===== src/rtl/lru_pkg.sv =====
// Shared types and sizing constants for the LRU page replacement block.
// Used by lru_ctrl, lru_dp and the top level lru_page_replacement.
package lru_pkg;

  localparam int FRAMES    = 8;
  localparam int PAGE_BITS = 16;
  localparam int FRAME_W   = (FRAMES > 1) ? $clog2(FRAMES) : 1;
  localparam int CNT_W     = $clog2(FRAMES + 1);
  localparam int CFG_W     = 4;
  localparam int FAULT_W   = 32;

  typedef logic [PAGE_BITS-1:0] page_t;
  typedef logic [FRAME_W-1:0]   frame_t;
  typedef logic [CNT_W-1:0]     count_t;
  typedef logic [FRAME_W-1:0]   rank_t;

  // Controller to datapath commands
  typedef struct packed {
    logic load;    // latch request, restart scan
    logic step;    // compare one frame
    logic commit;  // update state, load result register
  } lru_cmd_t;

  // Datapath to controller status
  typedef struct packed {
    logic match;      // current frame holds the page
    logic last;       // current frame is the last filled one
    logic empty;      // no frame filled yet
    logic out_busy;   // result register still held
  } lru_stat_t;

endpackage


===== src/rtl/lru_page_replacement.sv =====
// Top level of the LRU page replacement block.
// Depends on lru_pkg, lru_ctrl and lru_dp.
//
// One request carries a page number and yields one result: hit or miss, the
// frame that holds the page afterwards, the evicted page if a resident page
// was replaced, and a saturating page-fault total. A request is taken only
// while the block is idle. It then accepts the request, steps through the
// filled frames in a sequential scan (stopping early at the first matching
// frame, lowest index first), and finally updates its state. The result sits
// in an output register, and the update step waits only while that register
// still holds an untaken result. On a miss, free frames are filled in index
// order while fewer than frames_in_use are filled (0 counts as 1, values
// above FRAMES as FRAMES); after that the frame with the oldest recency rank,
// lowest index on a tie, is replaced. Write frames_in_use only while idle and
// reset after changing it.
module lru_page_replacement
  import lru_pkg::*;
(
  input  logic               clk,
  input  logic               rst,
  input  logic               cfg_wr_en,
  input  logic [CFG_W-1:0]   cfg_wr_data,
  input  logic               in_valid,
  output logic               in_ready,
  input  page_t              page_number,
  output logic               out_valid,
  input  logic               out_ready,
  output logic               hit,
  output frame_t             frame_index,
  output logic               evicted_valid,
  output page_t              evicted_page,
  output logic [FAULT_W-1:0] fault_total
);

  lru_cmd_t  cmd;
  lru_stat_t stat;

  // Sequence each request: accept, scan, update
  lru_ctrl u_ctrl (
    .clk      (clk),
    .rst      (rst),
    .in_valid (in_valid),
    .in_ready (in_ready),
    .stat     (stat),
    .cmd      (cmd)
  );

  // Hold frames, ranks and counters; build the result
  lru_dp u_dp (
    .clk           (clk),
    .rst           (rst),
    .cfg_wr_en     (cfg_wr_en),
    .cfg_wr_data   (cfg_wr_data),
    .page_number   (page_number),
    .cmd           (cmd),
    .stat          (stat),
    .out_ready     (out_ready),
    .out_valid     (out_valid),
    .hit           (hit),
    .frame_index   (frame_index),
    .evicted_valid (evicted_valid),
    .evicted_page  (evicted_page),
    .fault_total   (fault_total)
  );

endmodule


===== src/rtl/lru_ctrl.sv =====
// Controller state machine for the LRU page replacement block.
// Depends on lru_pkg; drives lru_dp through lru_cmd_t.
module lru_ctrl
  import lru_pkg::*;
(
  input  logic      clk,
  input  logic      rst,
  input  logic      in_valid,
  output logic      in_ready,
  input  lru_stat_t stat,
  output lru_cmd_t  cmd
);

  localparam logic [1:0] S_IDLE = 2'd0;
  localparam logic [1:0] S_SCAN = 2'd1;
  localparam logic [1:0] S_UPD  = 2'd2;

  logic [1:0] state;
  logic [1:0] state_next;

  always_comb begin
    state_next = state;
    cmd        = '0;
    in_ready   = 1'b0;
    unique case (state)
      S_IDLE: begin
        in_ready = 1'b1;
        if (in_valid) begin
          cmd.load   = 1'b1;
          state_next = stat.empty ? S_UPD : S_SCAN;
        end
      end
      S_SCAN: begin
        cmd.step = 1'b1;
        if (stat.match || stat.last) state_next = S_UPD;
      end
      S_UPD: begin
        if (!stat.out_busy) begin
          cmd.commit = 1'b1;
          state_next = S_IDLE;
        end
      end
      default: state_next = S_IDLE;
    endcase
  end

  always_ff @(posedge clk) begin
    if (rst) state <= S_IDLE;
    else     state <= state_next;
  end

endmodule


===== src/rtl/lru_dp.sv =====
// Datapath of the LRU page replacement block: frame table, recency ranks,
// scan registers, fault counter and result register. Depends on lru_pkg.
module lru_dp
  import lru_pkg::*;
(
  input  logic                 clk,
  input  logic                 rst,
  input  logic                 cfg_wr_en,
  input  logic [CFG_W-1:0]     cfg_wr_data,
  input  page_t                page_number,
  input  lru_cmd_t             cmd,
  output lru_stat_t            stat,
  input  logic                 out_ready,
  output logic                 out_valid,
  output logic                 hit,
  output frame_t               frame_index,
  output logic                 evicted_valid,
  output page_t                evicted_page,
  output logic [FAULT_W-1:0]   fault_total
);

  page_t              frame_page [FRAMES];
  rank_t              rank       [FRAMES];
  count_t             filled;
  logic [FAULT_W-1:0] faults;
  logic [CFG_W-1:0]   frames_in_use;

  page_t  page_reg;
  frame_t idx;
  logic   found;
  frame_t hit_idx;
  frame_t best_idx;
  rank_t  best_rank;
  page_t  best_page;

  page_t  cur_page;
  rank_t  cur_rank;
  count_t active;
  logic   fill;
  frame_t f;
  rank_t  f_rank;
  logic [FAULT_W-1:0] faults_next;

  assign cur_page = frame_page[idx];
  assign cur_rank = rank[idx];

  assign stat.match    = (cur_page == page_reg);
  assign stat.last     = ((CNT_W'(idx) + CNT_W'(1)) == filled);
  assign stat.empty    = (filled == '0);
  assign stat.out_busy = out_valid && !out_ready;

  // Clamp the configured frame count to 1..FRAMES
  always_comb begin
    if (frames_in_use == '0)                 active = CNT_W'(1);
    else if (32'(frames_in_use) > FRAMES)    active = CNT_W'(FRAMES);
    else                                     active = CNT_W'(frames_in_use);
  end

  always_comb begin
    fill = !found && (filled < active);
    if (found)     f = hit_idx;
    else if (fill) f = filled[FRAME_W-1:0];
    else           f = best_idx;
    f_rank      = rank[f];
    faults_next = (faults == '1) ? faults : faults + FAULT_W'(1);
  end

  always_ff @(posedge clk) begin
    if (rst) frames_in_use <= CFG_W'(8);
    else if (cfg_wr_en) frames_in_use <= cfg_wr_data;
  end

  // Scan registers
  always_ff @(posedge clk) begin
    if (cmd.load) begin
      page_reg <= page_number;
      idx      <= '0;
      found    <= 1'b0;
    end else if (cmd.step) begin
      if (stat.match) begin
        found   <= 1'b1;
        hit_idx <= idx;
      end
      if (idx == '0 || cur_rank > best_rank) begin
        best_rank <= cur_rank;
        best_idx  <= idx;
        best_page <= cur_page;
      end
      idx <= idx + FRAME_W'(1);
    end
  end

  // Frame table: written only on a miss
  always_ff @(posedge clk) begin
    if (cmd.commit && !found) frame_page[f] <= page_reg;
  end

  // Recency ranks, fill count and fault counter
  always_ff @(posedge clk) begin
    if (rst) begin
      for (int i = 0; i < FRAMES; i++) rank[i] <= '0;
      filled <= '0;
      faults <= '0;
    end else if (cmd.commit) begin
      for (int i = 0; i < FRAMES; i++) begin
        if (FRAME_W'(i) == f) begin
          rank[i] <= '0;
        end else if (CNT_W'(i) < filled) begin
          if (fill) begin
            if (rank[i] != '1) rank[i] <= rank[i] + FRAME_W'(1);
          end else if (rank[i] < f_rank) begin
            rank[i] <= rank[i] + FRAME_W'(1);
          end
        end
      end
      if (fill)   filled <= filled + CNT_W'(1);
      if (!found) faults <= faults_next;
    end
  end

  // Result register
  always_ff @(posedge clk) begin
    if (rst) begin
      out_valid <= 1'b0;
    end else if (cmd.commit) begin
      out_valid <= 1'b1;
    end else if (out_ready) begin
      out_valid <= 1'b0;
    end
  end

  always_ff @(posedge clk) begin
    if (cmd.commit) begin
      hit           <= found;
      frame_index   <= f;
      evicted_valid <= !found && !fill;
      evicted_page  <= (!found && !fill) ? best_page : '0;
      fault_total   <= found ? faults : faults_next;
    end
  end

endmodule

===== config.mk =====
export PLATFORM = sky130hd
export DESIGN_NAME = lru_page_replacement
export DESIGN_NICKNAME = d
export VERILOG_FILES = /design/src/rtl/lru_pkg.sv /design/src/rtl/lru_page_replacement.sv /design/src/rtl/lru_ctrl.sv /design/src/rtl/lru_dp.sv
export SDC_FILE = /design/constraint.sdc
export NUM_CORES = 1
export LEC_CHECK = 0
export BUFFER_PORTS_ARGS = -buffer_cell sky130_fd_sc_hd__buf_4
export CORE_ASPECT_RATIO = 0.9
export CORE_MARGIN = 4
export CORE_UTILIZATION = 66
export DETAILED_ROUTE_END_ITERATION = 8
export PLACE_DENSITY_LB_ADDON = 0.08
export SLEW_MARGIN = 20
export SYNTH_ARGS = -nofsm -noshare
export SYNTH_HDL_FRONTEND = slang
export SYNTH_HIERARCHICAL = 1
export SYNTH_SLANG_ARGS = --single-unit

===== constraint.sdc =====
create_clock -name clk -period 28.8 [get_ports clk]
set_input_delay 5.76 -clock clk [delete_from_list [all_inputs] [get_ports clk]]
set_output_delay 5.76 -clock clk [all_outputs]
set_load 0.005 [all_outputs]

==> metrics.yaml <==
run_status: "completed"
num-fill-cells: 1131
max_freq_ghz: 0.1308
skew_ps: 9.807
synth_top_flop_cell: "edfxtp_1"
peakVddDrop_mv: 0.06463
syn_inst: 943
postLayoutCoreUtil_pct: 77.45
crit_type: "in2reg"
setup-tns-final_ps: 0
avgSynthCellArea_um2: 14.07
slew_violations: 0
largest_reg_flops: 128
swShare_pct: 26.42
vias: 8052
row_count: 48
busiest_layer: "met2"
die_width_um: 157.5
synthArstFlopShare_pct: 0
p_clk_share_pct: 33.2
dieArea_um2: 22440
synth_cell_types: 58
hold_buffers: 0
gp_congestion: 0.8720
setup_ws_ps: 21160
wl_um: 27820
gr-usage-met1_pct: 38.58
grt.total_usage_pct: 25.14
cp_common_cell: "buf_4"
p_int_uw: 810.8
worst_pin_slew_ps: 917.4
clk_pin_slew_ps: 60
post_drt_wl_per_cell_um: 21.43
min_period_ps: 7643
setup_viol: 0
synth_most_common_cell: "edfxtp_1"
drive_gt1_share_pct: 20.99
die_h_um: 142.5
crit_required_ps: 29010
ant_nets: 0
met3_usage_pct: 3.527
p_leak_uw: 0.005416
postCtsSetupRepairBufs: 0
seqPwrFrac_pct: 49.1
endpoint_kind: "flip-flop"
yosys.area.top_type_share_pct: 55.66
drt_iter0_drc: 671
cts_root_buf: "clkbuf_16"
clk_latency_ps: 550
rsz0062_at_grt: "no"
relSlewSlack_pct: 38.55
grt_max_degree: 68
cts_buffers: 29
post-dp-hpwl_um: 17190
first_pass_iters: 5
post_cts_resized: 0
crit_path_max_incr_delay_ps: 670
synth_top_area_cell: "edfxtp_1"
layout.nets: 1086
combPwrFrac_pct: 17.7
coreArea_um2: 19460
area_growth_pct: 13.56
antenna_found_initial: 0
synth-edff-count: 246
grt_pass1_wl_um: 43880
top_regs: "u_dp/frame_page x128, u_dp/fault_total x32, u_dp/faults x32"
grt_pass1_vias: 7799
multi_input_area_um2: 4584
cts_buffer_depth: 3
path_max_fanout: 67
cts_tree: "yes"
synth_area_leaders: "edfxtp_1, dfxtp_1, mux4_2"
seq_area_um2: 8389
yosysWarnings: 6
via_per_inst: 6.203
synth_area_um2: 13270
regMostFlops: "u_dp/frame_page"
grt.overflow.total: 0
io_buffers: 79
antenna_cells: 0
met2_usage_pct: 39.28
slowest_stage: "buf_4"
p_switching_uw: 291.2
htree_levels: 1
ios: 80
max-cap-violations: 0
cts.sinks: 296
pre_cts_ws_ps: 20620
ys_seq_area_share_pct: 63.20
syn_nets: 1003
synth-seq-cells: 296
min_path_type: "reg2reg"
critical_path_arrival_ps: 7850
synth_commonest_cells: "edfxtp_1, nor2_1, xor2_1"
cp-start-kind: "primary input"
drcViolationCount: 0
power_density_nw_per_um2: 73.12
path_cells: "buf_4 > nor2b_1 > nor3b_2 > buf_4 > buf_4 > a21oi_1 > o21a_1 > a22oi_1"
initial_core_util_pct: 68.20
hold_violations: 0
finalCritPeriodShare_pct: 26.54
-- per-layer routing --
layer	wire length (µm)	share of wire, %
met5	0	0
met3	2019	7.3
met2	13070	47
met4	562	2.0
met1	12160	44
-- placed cells by master (no fill, tap or decap), types with 23 or more instances in the layout --
cell	instances
nand3_1	24
xor2_1	56
xnor2_1	24
mux4_2	38
buf_4	95
nor3_1	30
dfxtp_1	49
nor2_1	83
ha_1	35
clkbuf_16	29
and3_1	24
nand2_1	48
edfxtp_1	246
inv_1	40
a211oi_1	23
-- power by group through the flow --
| stage | logic [µW] | registers (µW) | clock network (µW) |
|---|---|---|---|
| final | 195 | 541 | 366 |
| after global routing | 214 | 545 | 389 |
| after detailed placement | 194 | 550 | 0 |
| after CTS | 197 | 541 | 371 |
| after global placement | 189 | 548 | 0 |
| after floorplan | 128 | 545 | 0 |
-- cell families (layout without fill, tap and decap cells) --
logic type | count (synthesis) | count (layout) | share of synthesized area (%)
adder cells (fa/ha/maj) | 35 | 35 | 3.300
flip-flops | 296 | 296 | 63.20
XOR/XNOR | 80 | 80 | 5.280
multiplexers | 80 | 80 | 9.927
buffers and inverters | 83 | 188 | 2.536
AND/OR/NAND/NOR | 270 | 270 | 9.975
AO/OA/AOI/OAI | 99 | 99 | 5.779
-- worst paths after layout --
| path | depth (start not counted) | startpoint | end | slack, ps |
|---|---|---|---|---|
| max | 8 | out_ready | u_dp/rank[6][0] | 21160 |
| max reg2reg | 10 | u_dp/filled[3] | u_dp/rank[4][0] | 24170 |
| min | 2 | u_dp/faults[1] | u_dp/faults[1] | 530 |
| min reg2reg | 2 | u_dp/faults[1] | u_dp/faults[1] | 530 |
-- metrics by stage --
stage	instance area [µm²]	instances	total power, µW	hold WS [ps]
final	15070	1298	1102	526.2
after global routing	15070	1298	1149	540.5
after CTS	15070	1298	1109	526.5
after detailed placement	14150	1245	743.8	511.1
after global placement	14150	1245	736.8	500.6
after floorplan	13270	943	672.9	402.9
-- area by class of cell --
cell class                 instances  share of cell area (%)
tap                              250                   2.076
clock buffer                      36                   4.990
inverter                          40                  0.9963
timing repair buffer              95                   4.732
multi-input combinational        564                   30.42
clock inverter                    17                   1.121
sequential                       296                   55.67
-- worst max-delay path, delay by kind of cell --
kind	cells	cell delay (ps)
AO/OA/AOI/OAI	3	650
buffers and inverters	3	1020
AND/OR/NAND/NOR	2	310
(Power assumes the default switching activity.)
